<file path="src/design/shu_pkg.sv">
// ----------------------------------------------------------------------------
// shu_pkg
// Shared types and constants for the symbol histogram unique-mode unit.
// ----------------------------------------------------------------------------
package shu_pkg;

	// Histogram geometry
	localparam int NUM_SYMBOLS = 256;
	localparam int COUNT_WIDTH = 16;
	localparam int SYM_WIDTH   = 8;
	localparam int IDX_WIDTH   = (NUM_SYMBOLS > 1) ? $clog2(NUM_SYMBOLS) : 1;
	localparam int TIE_WIDTH   = 9;
	localparam int SHOW_WIDTH  = 16;

	// Input item modes
	localparam logic MODE_COUNT = 1'b0;
	localparam logic MODE_CLEAR = 1'b1;

	// One input item
	typedef struct packed {
		logic                 mode;
		logic [SYM_WIDTH-1:0] residue;
	} shu_in_t;

	// One result item
	typedef struct packed {
		logic [SYM_WIDTH-1:0]  top_residue;
		logic                  unique_res;
		logic [SHOW_WIDTH-1:0] top_count;
	} shu_out_t;

	// Clamp a counter value to the reported count width
	function automatic logic [SHOW_WIDTH-1:0] shu_show(input logic [COUNT_WIDTH-1:0] cnt);
		logic [63:0] ext;
		ext = 64'(cnt);
		if (ext > 64'((64'd1 << SHOW_WIDTH) - 64'd1)) begin
			return {SHOW_WIDTH{1'b1}};
		end
		return ext[SHOW_WIDTH-1:0];
	endfunction

endpackage

</file>
<file path="src/design/symbol_histogram_unique_mode_unit.sv">
// ----------------------------------------------------------------------------
// symbol_histogram_unique_mode_unit
// Per-symbol saturating histogram with a running most-popular-symbol tracker.
// ----------------------------------------------------------------------------
// Each transfer on the input either counts one symbol or clears the whole
// histogram, and yields exactly one result: the symbol with the greatest
// count (0 unless exactly one symbol holds it), a uniqueness flag and the
// greatest count. The block takes one item per clock cycle while the result
// register is free or being taken. An item waits in the read stage (counter
// memory read, registered) until the result register is free, then the
// update logic writes the counter back and refreshes the tracker into the
// result register. A counter written by the update stage and read by the
// next item in the same cycle is forwarded. Clearing is immediate: the
// per-symbol valid bits are all dropped at once, so no clearing pass
// follows reset or a clear item. Counters stick at their all-ones value.
module symbol_histogram_unique_mode_unit (
	input  logic             clk,
	input  logic             arst_n,
	input  logic             in_valid,
	output logic             in_ready,
	input  shu_pkg::shu_in_t  in_data,
	output logic             out_valid,
	input  logic             out_ready,
	output shu_pkg::shu_out_t out_data
);
	import shu_pkg::*;

	localparam logic [COUNT_WIDTH-1:0] CNT_LIMIT = {COUNT_WIDTH{1'b1}};

	// Counter storage and per-symbol valid bits
	logic [COUNT_WIDTH-1:0] cnt_mem [NUM_SYMBOLS];
	logic [NUM_SYMBOLS-1:0] cnt_vld_q;

	// Tracker state
	logic [COUNT_WIDTH-1:0] max_count_q;
	logic [SYM_WIDTH-1:0]   max_symbol_q;
	logic [TIE_WIDTH-1:0]   tie_total_q;

	// Read stage
	logic                   valid_s1;
	logic                   mode_s1;
	logic [SYM_WIDTH-1:0]   residue_s1;
	logic                   in_range_s1;
	logic [COUNT_WIDTH-1:0] rd_data_s1;
	logic                   rd_vld_s1;
	logic                   fwd_hit_s1;
	logic [COUNT_WIDTH-1:0] fwd_data_s1;

	// Result register
	logic     out_valid_q;
	shu_out_t out_q;

	logic                   in_fire;
	logic                   s1_go;
	logic                   in_range;
	logic [IDX_WIDTH-1:0]   in_idx;
	logic [IDX_WIDTH-1:0]   idx_s1;
	logic [COUNT_WIDTH-1:0] cur_cnt;
	logic                   do_count;
	logic                   wr_en;
	logic [COUNT_WIDTH-1:0] wr_data;
	logic [COUNT_WIDTH-1:0] max_count_d;
	logic [SYM_WIDTH-1:0]   max_symbol_d;
	logic [TIE_WIDTH-1:0]   tie_total_d;
	logic                   uniq_d;

	// Handshake
	assign s1_go     = valid_s1 && (!out_valid_q || out_ready);
	assign in_ready  = !valid_s1 || s1_go;
	assign in_fire   = in_valid && in_ready;
	assign out_valid = out_valid_q;
	assign out_data  = out_q;

	// Address decode
	assign in_range = ({1'b0, in_data.residue} < 9'(NUM_SYMBOLS));
	assign in_idx   = IDX_WIDTH'(in_data.residue);
	assign idx_s1   = IDX_WIDTH'(residue_s1);

	// Current count: forwarded write, else stored value if valid, else zero
	always_comb begin
		if (fwd_hit_s1) begin
			cur_cnt = fwd_data_s1;
		end else if (rd_vld_s1) begin
			cur_cnt = rd_data_s1;
		end else begin
			cur_cnt = '0;
		end
	end

	// Counter update; a saturated counter writes back unchanged
	assign do_count = s1_go && (mode_s1 == MODE_COUNT) && in_range_s1;
	assign wr_en    = do_count;
	assign wr_data  = (cur_cnt == CNT_LIMIT) ? cur_cnt : cur_cnt + 1'b1;

	// Tracker next state
	always_comb begin
		max_count_d  = max_count_q;
		max_symbol_d = max_symbol_q;
		tie_total_d  = tie_total_q;
		if (mode_s1 == MODE_CLEAR) begin
			max_count_d  = '0;
			max_symbol_d = '0;
			tie_total_d  = '0;
		end else if (in_range_s1 && cur_cnt != CNT_LIMIT) begin
			if (wr_data > max_count_q) begin
				max_count_d  = wr_data;
				max_symbol_d = residue_s1;
				tie_total_d  = TIE_WIDTH'(1);
			end else if (wr_data == max_count_q) begin
				tie_total_d = tie_total_q + 1'b1;
			end
		end
	end

	assign uniq_d = (max_count_d != '0) && (tie_total_d == TIE_WIDTH'(1));

	// Memory write in the update stage, registered read at input transfer
	always_ff @(posedge clk) begin
		if (wr_en) begin
			cnt_mem[idx_s1] <= wr_data;
		end
		if (in_fire) begin
			rd_data_s1 <= cnt_mem[in_idx];
		end
	end

	// Valid bits: set on write, drop all on clear
	always_ff @(posedge clk or negedge arst_n) begin
		if (!arst_n) begin
			cnt_vld_q <= '0;
		end else if (s1_go && mode_s1 == MODE_CLEAR) begin
			cnt_vld_q <= '0;
		end else if (wr_en) begin
			cnt_vld_q[idx_s1] <= 1'b1;
		end
	end

	// Read stage payload, with forwarding from the update stage
	always_ff @(posedge clk) begin
		if (in_fire) begin
			mode_s1     <= in_data.mode;
			residue_s1  <= in_data.residue;
			in_range_s1 <= in_range;
			rd_vld_s1   <= cnt_vld_q[in_idx];
			fwd_hit_s1  <= s1_go && ((mode_s1 == MODE_CLEAR) || (wr_en && idx_s1 == in_idx));
			fwd_data_s1 <= (mode_s1 == MODE_CLEAR) ? '0 : wr_data;
		end
	end

	// Read stage occupancy
	always_ff @(posedge clk or negedge arst_n) begin
		if (!arst_n) begin
			valid_s1 <= 1'b0;
		end else if (in_ready) begin
			valid_s1 <= in_valid;
		end
	end

	// Tracker and result occupancy
	always_ff @(posedge clk or negedge arst_n) begin
		if (!arst_n) begin
			max_count_q  <= '0;
			max_symbol_q <= '0;
			tie_total_q  <= '0;
			out_valid_q  <= 1'b0;
		end else begin
			if (s1_go) begin
				max_count_q  <= max_count_d;
				max_symbol_q <= max_symbol_d;
				tie_total_q  <= tie_total_d;
				out_valid_q  <= 1'b1;
			end else if (out_ready) begin
				out_valid_q <= 1'b0;
			end
		end
	end

	// Result payload
	always_ff @(posedge clk) begin
		if (s1_go) begin
			out_q.top_residue <= uniq_d ? max_symbol_d : '0;
			out_q.unique_res  <= uniq_d;
			out_q.top_count   <= shu_show(max_count_d);
		end
	end

endmodule

</file>
<file path="config.mk">
export PLATFORM = sky130hd
export DESIGN_NAME = symbol_histogram_unique_mode_unit
export DESIGN_NICKNAME = d
export VERILOG_FILES = /design/src/design/shu_pkg.sv /design/src/design/symbol_histogram_unique_mode_unit.sv
export SDC_FILE = /design/constraint.sdc
export NUM_CORES = 2
export LEC_CHECK = 0
export BUFFER_PORTS_ARGS = -buffer_cell sky130_fd_sc_hd__buf_2
export CAP_MARGIN = 20
export CELL_PAD_IN_SITES_DETAIL_PLACEMENT = 2
export CELL_PAD_IN_SITES_GLOBAL_PLACEMENT = 2
export CORE_MARGIN = 3
export CORE_UTILIZATION = 35
export DETAILED_ROUTE_END_ITERATION = 8
export GPL_ROUTABILITY_DRIVEN = 0
export GPL_TIMING_DRIVEN = 0
export PLACE_DENSITY_LB_ADDON = 0.05
export SKIP_LAST_GASP = 1
export SYNTH_ARGS = -nofsm -noshare
export SYNTH_HDL_FRONTEND = slang
export SYNTH_SLANG_ARGS = --single-unit
export TNS_END_PERCENT = 10
</file>
<file path="constraint.sdc">
create_clock -name clk -period 50.5 [get_ports clk]
set_input_delay 10.1 -clock clk [delete_from_list [all_inputs] [get_ports clk]]
set_output_delay 10.1 -clock clk [all_outputs]
set_load 0.02 [all_outputs]
</file>
==> results.cfg <==
[outcome]
run_status = complete, no violations

[power_and_ir_drop]
p_seq_share_pct = 49.4
ir_drop_uv = 36.60
leakage_nw = 66.65
pwr-share-clk_pct = 42.5
p_switching_mw = 2.008
switching_share_pct = 24.02
power_frac_comb_pct = 8.0
power_density_nw_per_um2 = 40.36
p_int_mw = 6.351

[sta]
finClkSkew_ns = 0.04333
maxSlewViolCount = 0
rsz0062_at_grt = no
relSlewSlack_pct = 18.09
worstMarginPinSlew_ns = 1.229
clock.fmax_mhz = 48.32
fin_crit_sh_pct = 40.98
hold_violations = 0
fin_crit_ns = 20.70
finalSetupTns_ns = 0
setup_slack_ns = 29.80
setup_viol = 0

[placement]
io_buffers = 39
post-dp-hpwl_um = 448600
placed_cells = 14670
post-place-ws_ns = 29.80
place_area_um2 = 191200

[routing]
finalWirelength_um = 623700
drc_errors = 0
viasPerCell = 5.682
wl_per_cell_um = 39.97
postRouteAntennaNets = 0
first_iter_violations = 10270
first_pass_iters = 6
num_vias = 88670

[final_layout]
final_area_um2 = 207100
stdcell_count = 15600
drive_gt1_share_pct = 34.56
area_delta_synth_final_pct = 19.80
fin_nets = 8758
fillers = 44290
final_common_cell = edfxtp_1
final_cell_mix = 4164 x edfxtp_1, 1428 x mux4_2, 530 x clkbuf_16

[worst_setup_path]
path_cells = buf_2 -> nand3b_1 -> buf_2
path_max_fanout = 3
path_buf_inv = 2
cp-start-kind = input port
crit_required_ns = 40.40
critical_path_arrival_ns = 10.60
slowest_delay_ns = 0.20
crit_family = buffers and inverters
slowest_stage = buf_2
crit_top_cell = buf_2
crit_type = input port to output port
setup.worst_path.end_class = output port

[min_path]
hp-class = flip-flop to flip-flop

[floorplan]
core_area_um2 = 491000
start_util_pct = 35.21
die_w_um = 708.8
die_y_um = 708.8
core.rowCount = 257
ios = 40
die_area_um2 = 502400

[clock_network]
htreeDepth = 6
clkLatencyLatePin_ns = 1.05
post_cts_resize_count = 0
cts-root-buf = clkbuf_16
cts_made_buffers = 518
postCtsHoldBufs = 0
clock-sinks = 4455
clock_path_buffers = 4
clkTransAtPathRegs_ns = 0.05
cts_tree = done
postCtsSetupBuffers = 0

[global_route]
grt_util_met2_pct = 39.77
globalRouteMet1Util_pct = 35.83
antenna_found_initial = 57
grt_pass1_wl_um = 847000
met3_usage_pct = 3.402
grt_usage_pct = 24.77
first_global_vias = 93660
grt_overflow_total = 0
grt_max_degree = 141
gr-max-usage-layer = met2

[logic_synthesis]
yosysSeqAreaShare_pct = 76.54
synthesis.area_per_instance_um2 = 22.58
postSynthNetCount = 7686
yosys_warnings = 0
syn_area_um2 = 172900
ys_types = 62
synthFlopType = edfxtp_1
synth-edff-count = 4164
synth_async_sr_flop_share_pct = 6.532
yosys_register_bits = 4455
synth_cells = 7655

[run]
maxCapViolCount = 0
## synth_stat cells, types with 16 or more instances
| cell type | number | area share, % |
|---|---|---|
| a22oi_1 | 53 | 0.23 |
| ha_1 | 18 | 0.13 |
| mux4_2 | 1428 | 19 |
| edfxtp_1 | 4164 | 72 |
| buf_1 | 54 | 0.12 |
| dfrtp_1 | 291 | 4.2 |
| and2_1 | 16 | 0.058 |
| nor2_1 | 558 | 1.2 |
| clkbuf_1 | 311 | 0.68 |
| nor3_1 | 19 | 0.055 |
| nand2_1 | 122 | 0.26 |
| nand3_1 | 20 | 0.058 |
| o21ai_0 | 28 | 0.081 |
| inv_1 | 22 | 0.048 |
| buf_2 | 88 | 0.25 |
| a21oi_1 | 287 | 0.83 |
## path summary, 6_finish.rpt
check | depth (start not counted) | slack (ns) | to | from
max | 3 | 29.80 | in_ready | out_ready
min | 2 | 0.49 | cnt_vld_q[54] | cnt_vld_q[54]
max reg2reg | 20 | 42.59 | out_data[17] | fwd_hit_s1
min reg2reg | 2 | 0.49 | cnt_vld_q[54] | cnt_vld_q[54]
max in group asynchronous | 3 | 40.23 | cnt_vld_q[54] | arst_n
min in group asynchronous | 1 | 8.83 | out_valid | arst_n
## power groups by stage
stage | sequential (mW) | combinational (mW) | clock, mW
final | 4.13 | 0.672 | 3.56
after floorplan | 4.25 | 0.293 | 0
after detailed placement | 4.21 | 0.680 | 0
after CTS | 4.13 | 0.681 | 3.64
after global placement | 4.32 | 0.594 | 0
after global routing | 4.13 | 0.704 | 3.78
## per-stage QoR
step | hold slack [ns] | util (%) | total power, mW
final | 0.4894 | 42.18 | 8.359
after CTS | 0.4931 | 42.12 | 8.452
after floorplan | 0.4573 | - | 4.544
after detailed placement | 0.4807 | 38.93 | 4.887
after global routing | 0.5108 | 42.17 | 8.618
after global placement | 0.4711 | 36.90 | 4.917
## sequential cells by signal, indices dropped and copies added (netlist names), 8 cells and up
signal,count
cnt_mem,4096
max_count_q,16
max_symbol_q,8
out_data,25
tie_total_q,9
idx_s1,8
cnt_vld_q,256
fwd_data_s1,16
rd_data_s1,16
## kinds of logic after synthesis
family / after synthesis / share of synthesized area [%]
fa+ha+maj: 18 / 0.1303
mux: 1451 / 18.75
xor+xnor: 21 / 0.1064
simple gates: 804 / 1.932
compound gates: 424 / 1.416
flops: 4455 / 76.54
buf+inv: 482 / 1.128
## routing by layer
layer  vias to the layer above  share of wire [%]
met5                         -             0.0040
met4                         4                2.6
met3                       659                5.2
met2                      2742                 48
met1                     50720                 45
li1                      34550                  -
## area by class of cell
class	count	area (um2)	area share [%]
multi-input combinational	2718	39470	19.06
buffer	459	1987	0.9594
tap	6475	8102	3.912
timing repair buffer	552	9389	4.534
antenna	20	50.05	0.02417
inverter	23	101.3	0.04894
sequential	4455	132300	63.89
clock buffer	663	13810	6.669
clock inverter	239	1859	0.8978
## worst reg2reg max path: cells and delay by family (launching register included)
kind	cells	cell delay [ns]
and+or+nand+nor	3	1.72
adders and majority gates	2	0.44
buffers and inverters	7	2.08
AOI/OAI and AO/OA	8	3.00
DFF	1	0.39
No activity file was read; power rests on OpenSTA's default activity.
